[config.mk]
export PLATFORM = sky130hd
export DESIGN_NAME = ceod_front
export DESIGN_NICKNAME = d
export VERILOG_FILES = /design/src/design/ceod_pkg.sv /design/src/design/ceod_front.sv
export SDC_FILE = /design/constraint.sdc
export NUM_CORES = 2
export LEC_CHECK = 0
export BUFFER_PORTS_ARGS = -buffer_cell sky130_fd_sc_hd__buf_2
export CORE_AREA = 2 2 281 283
export CTS_BUF_LIST = sky130_fd_sc_hd__clkbuf_4 sky130_fd_sc_hd__clkbuf_8 sky130_fd_sc_hd__clkbuf_16
export DETAILED_ROUTE_END_ITERATION = 12
export DIE_AREA = 0 0 283 285
export MAX_ROUTING_LAYER = met4
export SKIP_CTS_REPAIR_TIMING = 1
export SYNTH_ARGS = -nofsm -noshare
export SYNTH_HDL_FRONTEND = slang
export SYNTH_SLANG_ARGS = --single-unit
[constraint.sdc]
create_clock -name clk -period 7.7 [get_ports clk]
set_input_delay 0 -clock clk [delete_from_list [all_inputs] [get_ports clk]]
set_output_delay 0 -clock clk [all_outputs]
set_load 0.01 [all_outputs]
[src/design/ceod_pkg.sv]
// Shared types and constants for the channel energy occupancy detector.
// Used by every module in the design folder; no dependencies of its own.
package ceod_pkg;

  // Default sizing handed to the top-level parameters
  localparam int FFT_POINTS_DEF   = 1024;
  localparam int MAX_CHANNELS_DEF = 16;

  // Field widths
  localparam int SAMP_W   = 16;  // Q1.15 bin component
  localparam int SQ_W     = 31;  // square of a Q1.15 value, at most 2^30
  localparam int PWR_W    = 32;  // re^2 + im^2
  localparam int ACC_W    = 48;  // per-channel energy accumulator
  localparam int MASK_W   = 16;  // occupancy mask port
  localparam int THR_W    = 32;
  localparam int FTA_W    = 8;
  localparam int NCH_W    = 5;
  localparam int BPC_W    = 10;
  localparam int SPAN_W   = NCH_W + BPC_W;          // channels * bins
  localparam int LIMIT1_W = THR_W + BPC_W;          // threshold * bins
  localparam int LIMIT_W  = LIMIT1_W + FTA_W;       // threshold * bins * frames

  // Register port
  localparam int ADDR_W = 4;
  localparam int DATA_W = 32;

  typedef enum logic [1:0] {
    REG_THRESHOLD = 2'd0,
    REG_FRAMES    = 2'd1,
    REG_CHANNELS  = 2'd2,
    REG_BINS      = 2'd3
  } reg_idx_t;

  // Register reset values (threshold is 0.0015 in Q2.30)
  localparam logic [THR_W-1:0] THRESHOLD_RST = 32'd1610613;
  localparam logic [FTA_W-1:0] FRAMES_RST    = 8'd5;
  localparam logic [NCH_W-1:0] CHANNELS_RST  = 5'd5;
  localparam logic [BPC_W-1:0] BINS_RST      = 10'd102;

  // Configuration as seen by the datapath
  typedef struct packed {
    logic [FTA_W-1:0]   frames_to_average;
    logic [NCH_W-1:0]   active_channels;   // already clamped to MAX_CHANNELS
    logic [BPC_W-1:0]   bins_per_channel;
    logic [LIMIT_W-1:0] limit;             // threshold * bins * frames
  } cfg_t;

  // Per-transaction control carried from the front stage to the accumulator stage
  typedef struct packed {
    logic last;     // frame end
    logic decide;   // frame end of a decision frame
    logic acc_en;   // bin lands in an active channel during averaging
  } item_ctrl_t;

endpackage

[src/design/ceod_front.sv]
// Input register stage: bin position and frame tracking, channel lookup, bin squares.
// Depends on ceod_pkg; feeds ceod_accum.
module ceod_front import ceod_pkg::*; #(
  parameter int FFT_POINTS   = FFT_POINTS_DEF,
  parameter int MAX_CHANNELS = MAX_CHANNELS_DEF,
  localparam int POS_W = $clog2(FFT_POINTS),
  localparam int CH_W  = (MAX_CHANNELS > 1) ? $clog2(MAX_CHANNELS) : 1
) (
  input  logic                     clk,
  input  logic                     rst_n,
  input  cfg_t                     cfg,
  input  logic                     in_valid,
  output logic                     in_stall,
  input  logic signed [SAMP_W-1:0] in_bin_real,
  input  logic signed [SAMP_W-1:0] in_bin_imag,
  input  logic                     in_frame_end,
  input  logic                     s2_ready,
  output logic                     s2_load,
  output item_ctrl_t               s2_ctrl,
  output logic [CH_W-1:0]          s2_ch,
  output logic [SQ_W-1:0]          s2_sq_re,
  output logic [SQ_W-1:0]          s2_sq_im
);

  logic                     s1_valid_r, s1_valid_nxt;
  logic signed [SAMP_W-1:0] s1_re_r, s1_im_r;
  logic                     s1_last_r;
  logic [POS_W-1:0]         bin_position_r, bin_position_nxt;
  logic [FTA_W-1:0]         frames_done_r, frames_done_nxt;
  logic                     accept;
  logic                     avg_phase;
  logic [SPAN_W-1:0]        pos_ext, span;
  logic [MAX_CHANNELS-1:0]  ge;
  logic signed [2*SAMP_W-1:0] prod_re, prod_im;

  // Handshake: s1 is free when empty or moving on
  assign s2_load  = s1_valid_r && s2_ready;
  assign in_stall = s1_valid_r && !s2_ready;
  assign accept   = in_valid && !in_stall;

  always_comb begin
    if (accept) begin
      s1_valid_nxt = 1'b1;
    end else if (s2_load) begin
      s1_valid_nxt = 1'b0;
    end else begin
      s1_valid_nxt = s1_valid_r;
    end
  end

  always_ff @(posedge clk) begin
    if (!rst_n) begin
      s1_valid_r <= 1'b0;
    end else begin
      s1_valid_r <= s1_valid_nxt;
    end
  end

  // Input payload register
  always_ff @(posedge clk) begin
    if (accept) begin
      s1_re_r   <= in_bin_real;
      s1_im_r   <= in_bin_imag;
      s1_last_r <= in_frame_end;
    end
  end

  // Channel of the current bin: count channel boundaries at or below it
  assign pos_ext = SPAN_W'(bin_position_r);
  always_comb begin
    ge[0] = 1'b0;
    for (int c = 1; c < MAX_CHANNELS; c++) begin
      ge[c] = pos_ext >= (SPAN_W'(c) * SPAN_W'(cfg.bins_per_channel));
    end
  end
  assign span      = SPAN_W'(cfg.active_channels) * SPAN_W'(cfg.bins_per_channel);
  assign avg_phase = frames_done_r < cfg.frames_to_average;
  assign s2_ch     = CH_W'($countones(ge));

  always_comb begin
    s2_ctrl.last   = s1_last_r;
    s2_ctrl.decide = s1_last_r && !avg_phase;
    s2_ctrl.acc_en = avg_phase && (pos_ext < span);
  end

  // Bin power terms
  assign prod_re  = s1_re_r * s1_re_r;
  assign prod_im  = s1_im_r * s1_im_r;
  assign s2_sq_re = prod_re[SQ_W-1:0];
  assign s2_sq_im = prod_im[SQ_W-1:0];

  // Position within frame (saturating) and averaging frame count
  always_comb begin
    bin_position_nxt = bin_position_r;
    frames_done_nxt  = frames_done_r;
    if (s1_last_r) begin
      bin_position_nxt = '0;
      frames_done_nxt  = avg_phase ? frames_done_r + 1'b1 : '0;
    end else if (bin_position_r < POS_W'(FFT_POINTS - 1)) begin
      bin_position_nxt = bin_position_r + 1'b1;
    end
  end

  always_ff @(posedge clk) begin
    if (!rst_n) begin
      bin_position_r <= '0;
      frames_done_r  <= '0;
    end else if (s2_load) begin
      bin_position_r <= bin_position_nxt;
      frames_done_r  <= frames_done_nxt;
    end
  end

endmodule

* Word-level counts from Yosys, hierarchy flattened *
Index checks and enable logic that the tools add are counted.

operators by class
  $add $sub $neg = 16
  $mul = 14
  order comparisons = 18
  mux-type cells = 5
  reduce and logical (&&, ||, !) cells = 12

operators with widths
  operator               count
  $ge 10x14->1           7
  $mul 16x16->31         2
  $mul 4x10->14 const A  4
  $ge 10x13->1           4
  $mul 3x10->13 const A  4
  $mul 2x10->12 const A  3
  $ge 10x12->1           2
  $mux 10                2
  $lt 10x15->1           1
  $mul 5x10->15          1
  $add 1x1->2            7
  $ge 10x11->1           1
  $add 10x1->10 const B  1
  $ge 10x10->1           1
  $lt 10x10->1 const B   1
  $add 2x2->3            3
  $add 3x3->4            2
  $add 8x1->8 const B    1
  $lt 8x8->1             1
  $mux 8                 1
  $logic_and 1x1->1      5
  $add 4x4->4            1
  $reduce_and 2->1       2
  $reduce_bool 2->1      2
  3 further kinds        6

word-level totals
  register bits = 52
  bits of input ports = 110
  output and inout port bits = 71

* Longest topological paths before layout *
  depth after elaboration = 6
  mapped depth = 26

* Worst setup path after synthesis *
OpenSTA, ideal clock, no wires.

  path kind = register -> output
  start point = register s1_im_r[1]
  end point = output s2_sq_im[29]
  data arrival time = 6.398 ns
  required time = 7.700 ns
  path slack = 1.302 ns
  cell stages (with the launch flop) = 23
  buffers on the path = 2
  cells stage by stage = edfxtp_1 > clkbuf_1 > clkbuf_1 > nand2_1 > fa_1 > inv_1 > fa_1 > inv_1 > fa_1 > inv_1 > fa_1 > fa_1 > fa_1 > ha_1 > and3_1 > a31o_2 > a21oi_1 > nand2_1 > o21ai_0 > o21ai_0 > o21ai_0 > nor2b_1 > xnor2_1

on the way
  longest elaborated chain between the ends = 1

RTL lines
  item                    RTL line          text
  start, declared         ceod_front.sv:26  logic signed [SAMP_W-1:0] s1_re_r, s1_im_r;
  start signal, assigned  ceod_front.sv:63  s1_im_r <= in_bin_imag;
  $mul 16x16->31          ceod_front.sv:88  assign prod_im = s1_im_r * s1_im_r;
  end, declared           ceod_front.sv:22  output logic [SQ_W-1:0] s2_sq_im

No other way between the ends.

* Worst setup path after layout *
  start point = register s1_im_r[5]
  end point = output s2_sq_im[30]

Same word-level chain as after synthesis.

==> metrics.csv <==
metric,value,unit
Pre-antenna DRT Iters,5,
initial DRC count,840,
Detailed Place HPWL,52.9,mm
Setup CP Type,reg -> out,
Post-synth ARST share,0,%
clk_lat worst skew,0.34,ns
PortBufs,128,
worst hold path type,in -> reg,
Synth Register Bits,52,
most frequent cells in the layout,"722 x inv_1, 545 x fa_1, 413 x ha_1, 214 x nand2_1, 128 x buf_2",
placed cell count,4092,
Arrival @ worst endpoint,7.32,ns
Nets,4157,
Max clock buf depth,2,
# rows,103,
xor and xnor area share after synthesis,4.37,%
WP data required,7.70,ns
number of remaining DRC errors,0,
critical-path maximum fanout,19,
status,"complete, no violations",
GRT Total Usage,16.6,%
mux contribution to synthesized area,0.148,%
vias,19400,
Starting Density,34.7,%
Slew Limit Fails,0,
vias in the first global route,20500,
Worst-Margin Slew,0.927,ns
total global routing overflow,0,
Slew HR,38.2,%
main combinational cell family by area after synthesis,adder cells,
top-level I/O count,181,
Setup WS pre-CTS,0.722,ns
"most common cell after layout, fill and taps aside",inv_1,
CTS H-tree lvls,2,
simple-gate area share of the yosys netlist,10.9,%
Synth Area in Adders,59.5,%
"antenna viol nets, final",0,
Root Buffer,clkbuf_16,
Synth Area in Compound Gates,9.20,%
Synth Flop Type,edfxtp_1,
share of cells above drive strength 1,6.50,%
first-pass GRT wire length,105,mm
final setup margin,0.379,ns
pin count of the biggest net entering global routing,34,
die span in y,285,um
Placeable Area,78000,um^2
Die ar.,80700,um^2
clk sinks,52,
crit start category,flip-flop,
f_max,137,MHz
Gate Count Post-Synth,2921,
Yosys warnings,0,
max-cap violations,0,
final worst hold slack,0.287,ns
clock-pin slew on the worst setup and hold paths,0.10,ns
Post-synth EDFFs,33,
P&R area growth vs syn,9.77,%
Vias/cell,4.67,
sequential area share after synthesis,5.07,%
Layout Cells excl Fill,4146,
CTS tree,yes,
width of the die,283,um
Wirelength per Cell,15.0,um
syn avg cell area,9.26,um^2
final-report setup violation count,0,
CTS Buf Count,5,
Fin. Hold Viols,0,
Setup Skew,0.0217,ns
routed wire length,62.0,mm
CP endpoint kind,primary output,
synth unique cells,56,
initial antenna violation count,7,
crit path time final,7.32,ns
final period utilization,95.1,%
RePlAce Congestion,0.859,
"Cell Area, Synth",27000,um^2
-- cells in the mapped netlist, drive strengths merged, types with 7 or more instances --
cell type  count  area share, %
a211oi        17           0.47
a21o          77            2.1
a21oi        114            2.1
a31oi         12           0.28
and2         125            2.9
and3          15           0.35
clkbuf        48           0.67
dfxtp         19            1.4
edfxtp        33            3.7
fa           545             40
ha           413             19
inv          722             10
nand2        214            3.0
nand2b        26           0.60
nand3         28           0.52
nand4         16           0.37
nor2         107            1.5
nor2b         24           0.56
nor3          16           0.30
o211ai         8           0.22
o21a          19           0.53
o21ai         88            1.6
o21bai        14           0.39
or2            7           0.16
xnor2         90            2.9
xor2          45            1.5
-- metal layers --
layer / vias to the layer above / track usage (%) / share of wire [%]
li1: 9438 / - / -
met2: 287 / 28.2 / 49
met4: 0 / 3.66 / 1.6
met5: - / - / 0
met3: 42 / 1.14 / 3.4
met1: 9600 / 21.8 / 46
-- cell families after synthesis --
group | Yosys count
muxes | 4
AOI/OAI and AO/OA | 392
and+or+nand+nor | 604
other | 1
xor gates and xnor gates | 135
buffers and inverters | 775
adders and majority gates | 958
DFF | 52
-- critical path, stage by stage (launching register included) --
cell and delay, ns:
edfxtp_1 0.84, nand2_1 0.23, fa_1 0.55, inv_1 0.05, fa_1 0.47, inv_1 0.05, fa_1 0.51, inv_1 0.06
fa_1 0.53, inv_1 0.05, fa_1 0.47, inv_1 0.05, fa_1 0.43, ha_1 0.38, and4_1 0.19, a211o_1 0.29
a21o_1 0.19, a21oi_1 0.44, o21ai_0 0.43, nand4_1 0.21, nand4b_1 0.11, a21oi_1 0.18, xnor2_1 0.13, buf_2 0.14
-- cell type report --
type	instances	area (um^2)
Antenna cell	6	15.0
Clock buffer	5	125
Clock inverter	3	26.3
Fill cell	7897	48300
Inverter	722	2710
Multi-Input combinational cell	2095	22700
Sequential cell	52	1370
Tap cell	1050	1310
Timing Repair Buffer	213	1370
-- sequential cells by signal, summed over array words and instances (netlist names) --
register / cells
s1_im_r: 16
bin_position_r: 10
s1_re_r: 16
s1_last_r: 1
frames_done_r: 8
s1_valid_r: 1
-- stage by stage --
stage                     setup TNS, ns  util, %  instance area, um^2
after CTS                             0     37.5                29300
final                                 0     38.1                29700
after detailed placement              0     37.4                29100
after global routing          -0.000225     38.1                29700
after global placement                0     37.4                29100
after floorplan                       0        -                27000
-- worst paths after layout --
check	from	end	slack [ns]	depth (start not counted)
min reg2reg	frames_done_r[1]$_SDFFE_PN0P_	frames_done_r[1]$_SDFFE_PN0P_	0.55	2
min	s2_ready	frames_done_r[1]$_SDFFE_PN0P_	0.29	4
max reg2reg	bin_position_r[5]$_SDFFE_PN0P_	bin_position_r[7]$_SDFFE_PN0P_	5.38	8
max	s1_im_r[5]$_DFFE_PP_	s2_sq_im[30]	0.38	23
Power is not shown: default switching activity piles up to over one toggle a cycle in this logic, so the estimate is an artifact.
