## config.mk

```make
export PLATFORM = sky130hd
export DESIGN_NAME = ceod_cfg
export DESIGN_NICKNAME = d
export VERILOG_FILES = /design/src/design/ceod_pkg.sv /design/src/design/ceod_cfg.sv
export SDC_FILE = /design/constraint.sdc
export NUM_CORES = 2
export LEC_CHECK = 0
export BUFFER_PORTS_ARGS = -buffer_cell sky130_fd_sc_hd__buf_2
export CORE_UTILIZATION = 45
export CTS_BUF_LIST = sky130_fd_sc_hd__clkbuf_4 sky130_fd_sc_hd__clkbuf_8
export DETAILED_ROUTE_END_ITERATION = 10
export GPL_TIMING_DRIVEN = 0
export HOLD_SLACK_MARGIN = 0.12
export PLACE_DENSITY = 0.59
export SETUP_SLACK_MARGIN = 0.2
export SLEW_MARGIN = 20
export SYNTH_ARGS = -nofsm -noshare
export SYNTH_HDL_FRONTEND = slang
export SYNTH_SLANG_ARGS = --single-unit
```

## constraint.sdc

```tcl
create_clock -name clk -period 7.4 [get_ports clk]
set_input_delay 1.11 -clock clk [delete_from_list [all_inputs] [get_ports clk]]
set_output_delay 1.11 -clock clk [all_outputs]
set_load 0.02 [all_outputs]
```

## src/design/ceod_pkg.sv

```systemverilog
// Shared types and constants for the channel energy occupancy detector.
// Used by every module in the design folder; no dependencies of its own.
package ceod_pkg;

  // Default sizing handed to the top-level parameters
  localparam int FFT_POINTS_DEF   = 1024;
  localparam int MAX_CHANNELS_DEF = 16;

  // Field widths
  localparam int SAMP_W   = 16;  // Q1.15 bin component
  localparam int SQ_W     = 31;  // square of a Q1.15 value, at most 2^30
  localparam int PWR_W    = 32;  // re^2 + im^2
  localparam int ACC_W    = 48;  // per-channel energy accumulator
  localparam int MASK_W   = 16;  // occupancy mask port
  localparam int THR_W    = 32;
  localparam int FTA_W    = 8;
  localparam int NCH_W    = 5;
  localparam int BPC_W    = 10;
  localparam int SPAN_W   = NCH_W + BPC_W;          // channels * bins
  localparam int LIMIT1_W = THR_W + BPC_W;          // threshold * bins
  localparam int LIMIT_W  = LIMIT1_W + FTA_W;       // threshold * bins * frames

  // Register port
  localparam int ADDR_W = 4;
  localparam int DATA_W = 32;

  typedef enum logic [1:0] {
    REG_THRESHOLD = 2'd0,
    REG_FRAMES    = 2'd1,
    REG_CHANNELS  = 2'd2,
    REG_BINS      = 2'd3
  } reg_idx_t;

  // Register reset values (threshold is 0.0015 in Q2.30)
  localparam logic [THR_W-1:0] THRESHOLD_RST = 32'd1610613;
  localparam logic [FTA_W-1:0] FRAMES_RST    = 8'd5;
  localparam logic [NCH_W-1:0] CHANNELS_RST  = 5'd5;
  localparam logic [BPC_W-1:0] BINS_RST      = 10'd102;

  // Configuration as seen by the datapath
  typedef struct packed {
    logic [FTA_W-1:0]   frames_to_average;
    logic [NCH_W-1:0]   active_channels;   // already clamped to MAX_CHANNELS
    logic [BPC_W-1:0]   bins_per_channel;
    logic [LIMIT_W-1:0] limit;             // threshold * bins * frames
  } cfg_t;

  // Per-transaction control carried from the front stage to the accumulator stage
  typedef struct packed {
    logic last;     // frame end
    logic decide;   // frame end of a decision frame
    logic acc_en;   // bin lands in an active channel during averaging
  } item_ctrl_t;

endpackage

```

## src/design/ceod_cfg.sv

```systemverilog
// Configuration register bank with APB-style access and the busy limit product.
// Depends on ceod_pkg.
module ceod_cfg import ceod_pkg::*; #(
  parameter int MAX_CHANNELS = MAX_CHANNELS_DEF
) (
  input  logic              clk,
  input  logic              rst_n,
  input  logic              cfg_psel,
  input  logic              cfg_penable,
  input  logic              cfg_pwrite,
  input  logic [ADDR_W-1:0] cfg_paddr,
  input  logic [DATA_W-1:0] cfg_pwdata,
  output logic [DATA_W-1:0] cfg_prdata,
  output logic              cfg_pready,
  output cfg_t              cfg
);

  logic [THR_W-1:0]    threshold_r;
  logic [FTA_W-1:0]    frames_r;
  logic [NCH_W-1:0]    channels_r;
  logic [BPC_W-1:0]    bins_r;
  logic [LIMIT1_W-1:0] limit1_r;
  logic [LIMIT_W-1:0]  limit_r;
  reg_idx_t            idx;
  logic                wr_en;

  assign cfg_pready = 1'b1;
  assign idx        = reg_idx_t'(cfg_paddr[3:2]);
  assign wr_en      = cfg_psel && cfg_penable && cfg_pwrite;

  // Register writes
  always_ff @(posedge clk) begin
    if (!rst_n) begin
      threshold_r <= THRESHOLD_RST;
      frames_r    <= FRAMES_RST;
      channels_r  <= CHANNELS_RST;
      bins_r      <= BINS_RST;
    end else if (wr_en) begin
      case (idx)
        REG_THRESHOLD: threshold_r <= cfg_pwdata[THR_W-1:0];
        REG_FRAMES:    frames_r    <= cfg_pwdata[FTA_W-1:0];
        REG_CHANNELS:  channels_r  <= cfg_pwdata[NCH_W-1:0];
        REG_BINS:      bins_r      <= cfg_pwdata[BPC_W-1:0];
        default: ;
      endcase
    end
  end

  // Read mux
  always_comb begin
    case (idx)
      REG_THRESHOLD: cfg_prdata = DATA_W'(threshold_r);
      REG_FRAMES:    cfg_prdata = DATA_W'(frames_r);
      REG_CHANNELS:  cfg_prdata = DATA_W'(channels_r);
      REG_BINS:      cfg_prdata = DATA_W'(bins_r);
      default:       cfg_prdata = '0;
    endcase
  end

  // Limit = threshold * bins * frames, two multiplies with a register between
  always_ff @(posedge clk) begin
    limit1_r <= LIMIT1_W'(threshold_r) * LIMIT1_W'(bins_r);
    limit_r  <= LIMIT_W'(limit1_r) * LIMIT_W'(frames_r);
  end

  // Clamp channel count to what the hardware holds
  always_comb begin
    cfg.frames_to_average = frames_r;
    cfg.bins_per_channel  = bins_r;
    cfg.limit             = limit_r;
    if (channels_r > NCH_W'(MAX_CHANNELS)) begin
      cfg.active_channels = NCH_W'(MAX_CHANNELS);
    end else begin
      cfg.active_channels = channels_r;
    end
  end

endmodule

```

Word level (Yosys, flattened, before mapping)
Cells that the tools add are included.
{"block": "word_totals", "word_cells": 21, "out_inout_bits": 106, "input_bits": 41, "ff_bits": 147}
{"block": "classes", "n_mul": 2, "eq_ne": 3, "muxes": 2, "reduce_logical": 7, "magnitude_cmp": 1}
{"cell": "32-bit one-hot mux with 4 select lines", "count": 1}
{"cell": "42-bit by 8-bit multiplier with 50-bit output", "count": 1}
{"cell": "32-bit by 10-bit multiplier with 42-bit output", "count": 1}
{"cell": "2-bit AND reduction", "count": 4}
{"cell": "5-bit greater-than comparator, second input constant", "count": 1}
{"cell": "5-bit 2-to-1 mux", "count": 1}
{"cell": "2-bit equality test, second input constant", "count": 2}
{"cell": "2-bit by 1-bit equality test with 1-bit output, second input constant", "count": 1}
{"cell": "1-bit logical AND", "count": 2}
{"cell": "2-bit zero test", "count": 1}

Depth between registers and ports, before layout
{"block": "depth", "word_depth": 3, "ltp_mapped": 22}

Least setup slack after synthesis
Ideal clock, no wire load.
{"block": "synth_timing", "path_kind": "register -> register", "from": "register bins_r[1]", "to": "register limit1_r[40]", "n_path_buf": 2, "path_slack_ps": 1582, "arrival_ps": 5727, "path_stages_with_launch": 21, "required_ps": 7309, "cell_sequence": "dfxtp_1 > clkbuf_1 > clkbuf_1 > nand2_1 > fa_1 > inv_1 > fa_1 > fa_1 > fa_1 > inv_1 > fa_1 > inv_1 > ha_1 > a21o_1 > a21o_1 > a221o_1 > a221o_1 > a21oi_4 > o21ai_4 > a31o_4 > a311oi_1"}
{"block": "synth_between", "elab_chain_cells": 1}
{"element": "start, declared", "line": "ceod_cfg.sv:21", "text": "logic [BPC_W-1:0] bins_r;"}
{"element": "start signal, assigned", "line": "ceod_cfg.sv:43", "text": "REG_BINS: bins_r <= cfg_pwdata[BPC_W-1:0];"}
{"element": "32-bit by 10-bit multiplier with 42-bit output", "line": "ceod_cfg.sv:62", "text": "limit1_r <= LIMIT1_W'(threshold_r) * LIMIT1_W'(bins_r);"}
{"element": "end signal, assigned", "line": "ceod_cfg.sv:62"}
{"element": "end, declared", "line": "ceod_cfg.sv:22", "text": "logic [LIMIT1_W-1:0] limit1_r;"}
No other way between the ends.
A chain may end at the register's enable or synchronous reset.

Worst setup path in the final report
{"block": "layout_timing", "from": "register bins_r[2]", "to": "register limit1_r[39]"}
Same word-level chain as after synthesis.

==> metrics.txt <==
worst-path cell chain clkbuf_1, clkbuf_1, nand2_1, fa_1, inv_1, fa_1, inv_1, fa_1, inv_1, fa_1, inv_1, fa_1, inv_1, ha_1, o21ai_0, a21oi_1, a21oi_1, nor4_1, nor2_1, o21ai_0, o221ai_1, xnor2_1; number of nets produced by synthesis 3499; Worst Path Class, Setup flop to flop; Worst Setup Start Kind flop; router iterations before antenna repair 5; top cell type by total area after synthesis fa_1; slowest cell on the critical path clkbuf_1; Ports 147; sequential area share after synthesis 0.118; Area contributors post-synth fa_1 38%, dfxtp_1 12%, and2_1 10%; via-per-instance ratio 5.11; PwrDens 208 nW/um^2; clock network latency to the later pin of the worst-skew pair roughly 0.56 ns; CTS Buf Count 17; list of most frequent post-synthesis cells 478 x fa_1, 464 x inv_1, 435 x nand2_1; DRC violation total after the first TritonRoute iteration 1000; GP Congestion 0.920; Max Clk Rate 0.146 GHz; number of global-route vias before repair 20376; maximum number of buffers from clock root to sink 2; clock sink count 147; Root Buffer clkbuf_8; Finish-stage setup viols 0; crit share post-route 0.924; critical path required time ~8 ns; DRC violation count after routing 0; unique cell type count in the Yosys netlist 67; overall die width ~240 microns; top_reg_cell synth dfxtp_1; final count of hold timing violations 0; cell with the most instances after synthesis fa_1; fraction of layout instances using a drive strength above 1 0.0639; data arrival time of the critical path 7.28 ns; total area of sequential cells 2940 sq um; total number of placement rows 85; worst voltage drop across the vdd grid 0.211 mV; Port Buffer Count roughly 140; # Max-Cap Violations 0; max_slew headroom 0.436; netlist area before placement 25000 sq um; Avg Inst Size Synth 8.81 sq um; final critical path time including I/O delays and setup just under 7 ns; share of the synthesized area in the top cell type 0.383; All-Layer GR Usage 0.258; CTS tree yes; via count 19157; number of nets with antenna violations after routing 0; starting density of the core 0.459; Yosys Warn Count 0; Multi-input gate area 19700 sq um; slowest cell delay on critical path 0.60 ns; Post-synth EDFFs 0; die boundary height 238 microns; total wire length ~70000 microns; transition at the pin with the smallest max-transition slack 0.846 ns; outcome finished, final reports clean; GRT Residual Overflow 0; crit path capture type flop; global-route wire length before repair 112000 microns; Clock Pin Slew Worst Setup and Hold Paths about 0.080 ns; routed wirelength normalized by instance count 18.6 microns; core outline area 54300 sq um; pin count of the biggest net entering global routing 17; Setup Total Neg Slack 0 ns; post-CTS setup-driven buffer insertion count 0; net count reported at finish 3660; Leakage 0.0131 uW; final core area utilization 0.498; Synth Register Bits 147; Worst Path Max Fanout 10; number of fill cells in the layout about 5200; area delta synth->final 8.31%; DIE AREA 56400 sq um; Tightest Hold Check Type flop to flop; DP Wirelength roughly 58000 microns; RSZ-0062 raised after global routing no; cell count after synthesis 2833; total count of max-transition violations in the final report 0; Max Clock Skew 0.0212 ns; H-tree depth reported by CTS 4; total of hold buffers inserted after clock tree synthesis 0; cts repair resizes 0; Post-synth ARST share 0; number of antenna violations at the first check in global routing 2
==> sequential cells by signal, summed over array words and instances, names as in the netlist <==
register,count
limit1_r,42
limit_r,50
frames_r,8
threshold_r,32
channels_r,5
bins_r,10
==> cells in the final DEF, fill, tap and decap left out, types with 9 or more instances in the layout <==
cell type    n
nand4_1     18
nand3_1     38
a21oi_1     83
and3_1      14
clkbuf_8    20
o21bai_1    11
buf_2      142
mux2i_1     18
a31oi_1      9
a21o_1      49
and2_1     412
fa_1       478
a21boi_0    29
ha_1       147
nand2_1    435
nor2_1      53
clkbuf_1   151
xor2_1      28
xnor2_1     46
nor3_1      13
o21ai_0     35
nor2b_1     20
dfxtp_1    147
inv_1      464
==> logic make-up (layout without fill, tap and decap cells) <==
family / after synthesis / after routing / synth area share
other: 1 / 2 / 0.000150
flip-flops: 147 / 147 / 0.118
buffers and inverters: 619 / 792 / 0.0932
adder cells (fa/ha/maj): 625 / 625 / 0.457
XOR/XNOR: 74 / 74 / 0.0260
multiplexers: 25 / 25 / 0.0126
AO/OA/AOI/OAI: 308 / 308 / 0.0844
AND/OR/NAND/NOR: 1034 / 1034 / 0.209
==> power breakdown <==
group	internal, uW	switching, uW	leakage [uW]
clock	364	362	0.000209
combinational	1500	2230	0.0117
sequential	992	179	0.00121
total	2850	2770	0.0131
==> final timing paths <==
check / start / end / slack (ns) / cells after the start
setup / recovery: bins_r[2]$_SDFFE_PN1P_ / limit1_r[39]$_DFF_P_ / 0.56 / 22
hold / removal: threshold_r[28]$_SDFFE_PN0P_ / threshold_r[28]$_SDFFE_PN0P_ / 0.48 / 2
setup reg to reg: bins_r[2]$_SDFFE_PN1P_ / limit1_r[39]$_DFF_P_ / 0.56 / 22
hold reg to reg: threshold_r[28]$_SDFFE_PN0P_ / threshold_r[28]$_SDFFE_PN0P_ / 0.48 / 2
==> area by class of cell <==
type	instances	area share
buffer	155	0.0217
clock buffer	21	0.0105
inverter	464	0.0644
tap	739	0.0342
antenna	1	0.0000925
timing repair buffer	142	0.0263
multi-input combinational	2067	0.729
sequential	147	0.109
clock inverter	10	0.00546
==> worst max-delay path: cells and delay by family, from the launching register on <==
family                     cells  cell delay (ns)
adders and majority gates      6             2.86
buffers and inverters          7             1.36
and+or+nand+nor                3             0.82
DFF                            1             0.36
AOI/OAI and AO/OA              5             1.16
xor gates and xnor gates       1             0.16
==> per-stage QoR <==
| stage | instance area [sq um] | hold slack, ns | setup WS, ns | cells | total power [uW] |
|---|---|---|---|---|---|
| final | 27000 | 0.484 | 0.561 | 3746 | 5620 |
| after global routing | 27000 | 0.517 | 0.263 | 3746 | 6230 |
| after CTS | 27000 | 0.484 | 0.624 | 3745 | 5650 |
| after detailed placement | 26600 | 0.471 | 0.663 | 3714 | 4900 |
| after global placement | 26600 | 0.468 | 0.698 | 3714 | 4860 |
| after floorplan | 25000 | 0.450 | 1.58 | 2833 | 4000 |
==> metal layers <==
metal  up-vias  GRT usage  wire, microns
met1      9555      0.343          31400
met4         0     0.0764           1790
met3        91     0.0361           3370
met5         -          0              0
li1       9007          -              -
met2       504      0.438          33200
Power figures use the tool's default switching activity.
