<file path="src/design/ceod_pkg.sv">
// Shared types and constants for the channel energy occupancy detector.
// Used by every module in the design folder; no dependencies of its own.
package ceod_pkg;

  // Default sizing handed to the top-level parameters
  localparam int FFT_POINTS_DEF   = 1024;
  localparam int MAX_CHANNELS_DEF = 16;

  // Field widths
  localparam int SAMP_W   = 16;  // Q1.15 bin component
  localparam int SQ_W     = 31;  // square of a Q1.15 value, at most 2^30
  localparam int PWR_W    = 32;  // re^2 + im^2
  localparam int ACC_W    = 48;  // per-channel energy accumulator
  localparam int MASK_W   = 16;  // occupancy mask port
  localparam int THR_W    = 32;
  localparam int FTA_W    = 8;
  localparam int NCH_W    = 5;
  localparam int BPC_W    = 10;
  localparam int SPAN_W   = NCH_W + BPC_W;          // channels * bins
  localparam int LIMIT1_W = THR_W + BPC_W;          // threshold * bins
  localparam int LIMIT_W  = LIMIT1_W + FTA_W;       // threshold * bins * frames

  // Register port
  localparam int ADDR_W = 4;
  localparam int DATA_W = 32;

  typedef enum logic [1:0] {
    REG_THRESHOLD = 2'd0,
    REG_FRAMES    = 2'd1,
    REG_CHANNELS  = 2'd2,
    REG_BINS      = 2'd3
  } reg_idx_t;

  // Register reset values (threshold is 0.0015 in Q2.30)
  localparam logic [THR_W-1:0] THRESHOLD_RST = 32'd1610613;
  localparam logic [FTA_W-1:0] FRAMES_RST    = 8'd5;
  localparam logic [NCH_W-1:0] CHANNELS_RST  = 5'd5;
  localparam logic [BPC_W-1:0] BINS_RST      = 10'd102;

  // Configuration as seen by the datapath
  typedef struct packed {
    logic [FTA_W-1:0]   frames_to_average;
    logic [NCH_W-1:0]   active_channels;   // already clamped to MAX_CHANNELS
    logic [BPC_W-1:0]   bins_per_channel;
    logic [LIMIT_W-1:0] limit;             // threshold * bins * frames
  } cfg_t;

  // Per-transaction control carried from the front stage to the accumulator stage
  typedef struct packed {
    logic last;     // frame end
    logic decide;   // frame end of a decision frame
    logic acc_en;   // bin lands in an active channel during averaging
  } item_ctrl_t;

endpackage

</file>
<file path="src/design/ceod_accum.sv">
// Accumulator stage: per-channel energy sums, busy decision and result register.
// Depends on ceod_pkg; fed by ceod_front.
module ceod_accum import ceod_pkg::*; #(
  parameter int MAX_CHANNELS = MAX_CHANNELS_DEF,
  localparam int CH_W = (MAX_CHANNELS > 1) ? $clog2(MAX_CHANNELS) : 1
) (
  input  logic              clk,
  input  logic              rst_n,
  input  cfg_t              cfg,
  input  logic              s2_load,
  output logic              s2_ready,
  input  item_ctrl_t        s2_ctrl,
  input  logic [CH_W-1:0]   s2_ch,
  input  logic [SQ_W-1:0]   s2_sq_re,
  input  logic [SQ_W-1:0]   s2_sq_im,
  output logic              out_valid,
  input  logic              out_stall,
  output logic [MASK_W-1:0] out_occupancy_mask,
  output logic              out_decision_fresh
);

  logic                    s2_valid_r, s2_valid_nxt;
  item_ctrl_t              ctrl_r;
  logic [CH_W-1:0]         ch_r;
  logic [SQ_W-1:0]         sq_re_r, sq_im_r;
  logic [ACC_W-1:0]        energy_r [MAX_CHANNELS];
  logic [MAX_CHANNELS-1:0] busy_mask_r, new_mask;
  logic                    out_valid_r;
  logic [MASK_W-1:0]       out_mask_r;
  logic                    out_fresh_r;
  logic                    out_free, retire;
  logic [PWR_W-1:0]        power;
  logic [ACC_W:0]          sum;
  logic [ACC_W-1:0]        sat_sum;

  // Frame-end transactions wait for the result register, others pass freely
  assign out_free = !out_valid_r || !out_stall;
  assign retire   = s2_valid_r && (!ctrl_r.last || out_free);
  assign s2_ready = !s2_valid_r || retire;

  always_comb begin
    if (s2_load) begin
      s2_valid_nxt = 1'b1;
    end else if (retire) begin
      s2_valid_nxt = 1'b0;
    end else begin
      s2_valid_nxt = s2_valid_r;
    end
  end

  always_ff @(posedge clk) begin
    if (!rst_n) begin
      s2_valid_r <= 1'b0;
    end else begin
      s2_valid_r <= s2_valid_nxt;
    end
  end

  always_ff @(posedge clk) begin
    if (s2_load) begin
      ctrl_r  <= s2_ctrl;
      ch_r    <= s2_ch;
      sq_re_r <= s2_sq_re;
      sq_im_r <= s2_sq_im;
    end
  end

  // Saturating accumulate of bin power
  assign power   = PWR_W'(sq_re_r) + PWR_W'(sq_im_r);
  assign sum     = {1'b0, energy_r[ch_r]} + (ACC_W + 1)'(power);
  assign sat_sum = sum[ACC_W] ? {ACC_W{1'b1}} : sum[ACC_W-1:0];

  // Busy when 2*sum exceeds the limit, active channels only
  always_comb begin
    for (int c = 0; c < MAX_CHANNELS; c++) begin
      new_mask[c] = (NCH_W'(c) < cfg.active_channels) &&
                    (LIMIT_W'({energy_r[c], 1'b0}) > cfg.limit);
    end
  end

  always_ff @(posedge clk) begin
    if (!rst_n) begin
      for (int c = 0; c < MAX_CHANNELS; c++) begin
        energy_r[c] <= '0;
      end
      busy_mask_r <= '0;
    end else if (retire && ctrl_r.decide) begin
      for (int c = 0; c < MAX_CHANNELS; c++) begin
        energy_r[c] <= '0;
      end
      busy_mask_r <= new_mask;
    end else if (retire && ctrl_r.acc_en) begin
      energy_r[ch_r] <= sat_sum;
    end
  end

  // Result register
  always_ff @(posedge clk) begin
    if (!rst_n) begin
      out_valid_r <= 1'b0;
    end else if (retire && ctrl_r.last) begin
      out_valid_r <= 1'b1;
    end else if (!out_stall) begin
      out_valid_r <= 1'b0;
    end
  end

  always_ff @(posedge clk) begin
    if (retire && ctrl_r.last) begin
      out_mask_r  <= MASK_W'(ctrl_r.decide ? new_mask : busy_mask_r);
      out_fresh_r <= ctrl_r.decide;
    end
  end

  assign out_valid          = out_valid_r;
  assign out_occupancy_mask = out_mask_r;
  assign out_decision_fresh = out_fresh_r;

endmodule

</file>
<file path="config.mk">
export PLATFORM = sky130hd
export DESIGN_NAME = ceod_accum
export DESIGN_NICKNAME = d
export VERILOG_FILES = /design/src/design/ceod_pkg.sv /design/src/design/ceod_accum.sv
export SDC_FILE = /design/constraint.sdc
export NUM_CORES = 2
export LEC_CHECK = 0
export ABC_CLOCK_PERIOD_IN_PS = 11700
export BUFFER_PORTS_ARGS = -buffer_cell sky130_fd_sc_hd__buf_4
export CAP_MARGIN = 0
export CORE_MARGIN = 5
export CORE_UTILIZATION = 35
export CTS_CLUSTER_DIAMETER = 40
export DETAILED_ROUTE_END_ITERATION = 8
export GPL_TIMING_DRIVEN = 0
export PLACE_DENSITY_LB_ADDON = 0.25
export SLEW_MARGIN = 20
export SYNTH_ARGS = -nofsm -noshare
export SYNTH_HDL_FRONTEND = slang
export SYNTH_SLANG_ARGS = --single-unit
</file>
<file path="constraint.sdc">
create_clock -name clk -period 11.7 [get_ports clk]
set_input_delay 1.17 -clock clk [delete_from_list [all_inputs] [get_ports clk]]
set_output_delay 1.17 -clock clk [all_outputs]
set_load 0.005 [all_outputs]
</file>
Yosys cells after proc, flatten, opt, wreduce, memory -nomap -nowiden
Memories as Yosys holds them, arrays and structs flattened. A register that Yosys moved wholly into a read port is not among the register bits. Index checks and enable logic that the tools add are counted.

Flip-flop bits (word level): 104. RAM bits: 768. Input bits: 146. Word-level logic and storage cells: 126. Memories: 1.

$add $sub $neg: 2. $lt $le $gt $ge: 32. Eq/ne operators: 1. Muxes and demuxes: 34. Bitwise gates (word level): 16. Reductions and logical operators: 29.

Memories: energy_r (words 16, width 48, read ports 17, clocked after memory_dff 1, write ports 16, RTL line ceod_accum.sv:26) `logic [ACC_W-1:0] energy_r [MAX_CHANNELS];`.

Operators with widths (count): 2-to-1 mux 48 bit (18); greater-than comparator 49 x 50 -> 1 bit (16); adder 48 x 32 -> 49 bit (1); OR reduction 48 bit (1); < comparator 4 x 5 -> 1 bit, first input constant (8); adder 31 x 31 -> 32 bit (1); logical AND 1 bit (20); < comparator 3 x 5 -> 1 bit, first input constant (4); 2-to-1 mux 16 bit (1); OR 1 bit (16); 2-to-1 mux 1 bit (13); < comparator 1 x 5 -> 1 bit, first input constant (2); < comparator 2 x 5 -> 1 bit, first input constant (2); 2-to-1 mux 4 bit (2); zero test 1 bit (4); logical OR 1 bit (3); inequality test 2 x 1 -> 1 bit, second input constant (1); nonzero test 2 bit (1).

Logic depth before layout (Yosys ltp)
Word-level depth: 11. Gate-level depth with buffers: 23. Gate-level depth less buffers: 17.

Least setup slack after synthesis
No wires, ideal clock.

Path kind: flip-flop to flip-flop. From: reg with a tool-made name. To: mem energy_r[10][45] (data pin). Arrival time: 6.189 ns. Path slack: 5.245 ns. Stages on the path, launching flop included: 22. Path buffers: 6. Cells stage by stage: dfxtp_1 buf_6 buf_8 buf_6 clkbuf_1 buf_1 mux4_2 mux4_2 fa_1 ha_1 inv_1 fa_1 nand2b_1 a21oi_1 nor4_1 o21ai_1 a31oi_1 o31ai_1 a31oi_1 a211oi_2 clkbuf_1 nor2_1.

RTL lines (RTL line): end, declared (ceod_accum.sv:26).

==> results.md <==
* Crit Path Max Fanout at 10
* Gate power share at a little over a quarter
* Reg2Reg Setup Slack at 1.01 ns
* Fin util at 41.0%
* DRC Markers at 0
* Critical Path Source Type: register
* Die Wd at 411 µm
* Maxcap violations at 0
* Pwr Density at between 150 and 200 mW/mm²
* Static leakage at 0.0274 µW
* Vias at 43000
* HPWL after DPL at 169 mm
* Total of warnings raised by yosys at 0
* Sink Count at between 800 and 900
* Row cnt at about 150
* Layout cells sized above 1 at approximately 17%
* Synthesized cell area at 0.0562 mm²
* Crit-path cells: buf_4 -> buf_2 -> buf_2 -> clkbuf_1 -> clkbuf_1 -> mux4_2 -> mux4_2 -> fa_1 -> ha_1 -> inv_1 -> fa_1 -> nand2b_1 -> a21oi_1 -> nor4_1 -> o21ai_1 -> a31oi_1 -> o31a_1 -> nor2_1 -> a211oi_2 -> clkbuf_1 -> nor2_1
* Delay-heaviest family, CP: buffers and inverters
* Starting density of the core at 35.1%
* Ports at 165
* Peak VDD IR at 135 µV
* Critical Path RT at 12.20 ns
* HP Start: busy_mask_r[2]
* Routed wire length at 219 mm
* Count leader, synth: edfxtp_1
* Clock power frac at 39.8%
* Via/cell ratio at 5.94
* CP arrival at roughly 11 ns
* Clock Path Buffers at 3
* GRT Overall Usage at 25.4%
* Cells after Synth at 4638
* Top cell type's share of synthesized area at 45.6%
* Initial DRC Count at 5097
* Final Power at 11300 µW
* Reg2Reg Depth at 21
* Nets at 5933
* Final Max Tran Viols at 0
* Antenna-violating nets left at 0
* Tcrit/Tclk final at 91.4%
* Syn nets at 5615
* DP Worst Slack at 1.41 ns
* Status: completed
* Worst slew margin at between 10% and 20%
* CP max stage cell: nor4_1
* Seq/Total Area, Yosys at 46.4%
* CTS Hold Bufs at 0
* RSZ-0062 raised after global routing: false
* Seq pwr share at 33.0%
* Port buffer count at around 140
* # setup viols final at 0
* Grt total ovfl at 0
* Yosys reg bits at 876
* CTS root buffer: clkbuf_16
* Area grow syn2layout at 17.0%
* Worst setup margin at a little over 1 ns
* First-pass GRT wire length at between 300 and 400 mm
* Worst-Margin Slew at about 1.2 ns
* Hold Crit Class: reg -> reg
* Int Pwr at 7310 µW
* Crit Path Category: reg -> reg
* Pre-Repair DR Iteration Count at 7
* Async set-reset flop share out of synthesis at 0%
* Post-synth EDFFs at 854
* Crit path top cell by count: clkbuf_1
* Library cells used by synthesis at 79
* Worst setup endpoint: energy_r[12][45]
* CTS Buf Count at 152
* Later-pin clock latency in the skew report at 0.81 ns
* Chip height at 411 µm
* Clock slew at reported path FFs at 0.06 ns
* Synth cell count leaders: 854 x edfxtp_1, 826 x nor2_1, 799 x ha_1
* Critical path's largest stage delay at between 0.9 and 1 ns
* Gpl congestion at 0.965
* Final Hold Fails at 0
* Initial antenna violation count at 18
* R2R Path End: energy_r[12][45]
* Avg Inst Size Synth at around 12 µm²
* Critical path buffer and inverter count at 7
* DR WL/cell at 30.2 µm
* Net switching power at between 4000 and 5000 µW
* Endpoint class of the critical path: register
* Final TNS setup at 0 ns
* Max Clk Rate at around 94 MHz
* CP Depth at 21
* CTS tree: built
* Post-CTS Setup Inserts at 0
* Die area at 0.169 mm²
* Largest net degree at the start of global routing at 77
* Synth area leaders: edfxtp_1 46%, ha_1 18%, mux4_2 8.9%
* Final worst path period need at 10.69 ns
* Main synth FF type: edfxtp_1
* CTS resizes at 0
* Biggest area consumer among synthesized cells: edfxtp_1
* Sw Ratio at a little over a third
* Setup Skew at between 0.04 and 0.05 ns
* Core area at 0.160 mm²
* H-tree levels at 4
* Vias in the first global route at 42200
[final cells by class]
cell class              count  area [µm²]
clock buffers             168        3880
repair buffers            164        1470
diodes                      3        7.51
clock inverters           112        1270
multi-input cells        3455       29000
fillers                 15100       94400
inverters                  97         364
flip-flops and latches    876       26100
well taps                2160        2700
plain buffers             210        1010
[layer usage]
metal | routed length [µm] | GRT usage [%] | part of all wire, %
met1 | 91400 | 35.6 | 42
met2 | 94700 | 38.2 | 43
met3 | 22800 | 5.77 | 10
met4 | 9690 | 10.5 | 4.4
met5 | 27 | 0 | 0.012
[sequential cells by signal, indices dropped and copies added, names as in the netlist, 3 cells and up, named ones only]
signal and count:
energy_r 768, sq_im_r 31, sq_re_r 31, busy_mask_r 16, out_occupancy_mask 16, ch_r 4
ctrl_r 3
[worst min path at each step]
stage                      endpoint  slack (ns)  depth (start not counted)
floorplan            busy_mask_r[8]        0.42                          2
global placement     busy_mask_r[8]        0.43                          2
detailed placement  busy_mask_r[11]        0.45                          2
CTS                 busy_mask_r[11]        0.46                          2
global route         busy_mask_r[7]        0.48                          1
finish               busy_mask_r[2]        0.46                          1
[cells in the final DEF (no fill, tap or decap), types with 39 or more instances in the layout]
cell type	instances
buf_4	148
buf_2	40
ha_1	799
inv_1	96
a21o_1	291
o21ai_0	114
a21oi_1	241
nor2_1	826
mux4_2	223
nor2b_1	72
clkbuf_1	144
nand4_1	177
nand2_1	119
edfxtp_1	854
clkbuf_16	152
nor2_2	90
nor3_1	39
[power by group through the flow]
stage                     combinational [µW]  sequential (µW)  clock [µW]
after global routing                    3300             3750        4700
after CTS                               3030             3740        4550
after global placement                  2950             3810           0
final                                   3090             3740        4520
after floorplan                         1900             3750           0
after detailed placement                3020             3800           0
[per-stage QoR]
| step | cell area (µm²) | instances | hold WS (ns) |
|---|---|---|---|
| 2_1_floorplan | 56200 | 4638 | 0.421 |
| 3_3_place_gp | 60000 | 6941 | 0.435 |
| 3_5_place_dp | 60600 | 6961 | 0.447 |
| 4_1_cts | 65700 | 7241 | 0.460 |
| 5_1_grt | 65800 | 7244 | 0.482 |
| 6_report | 65800 | 7245 | 0.458 |
[cell families (layout without fill, tap and decap cells)]
kind of cell | count (synthesis) | count (layout) | share of synthesized area [%]
DFF | 876 | 876 | 46.4
AOI/OAI and AO/OA | 869 | 869 | 10.2
other | 0 | 3 | 0
adders and majority gates | 831 | 831 | 18.9
muxes | 244 | 244 | 9.38
buffers and inverters | 307 | 751 | 2.42
xor gates and xnor gates | 26 | 26 | 0.405
and+or+nand+nor | 1485 | 1485 | 12.3
(Power assumes the default switching activity.)
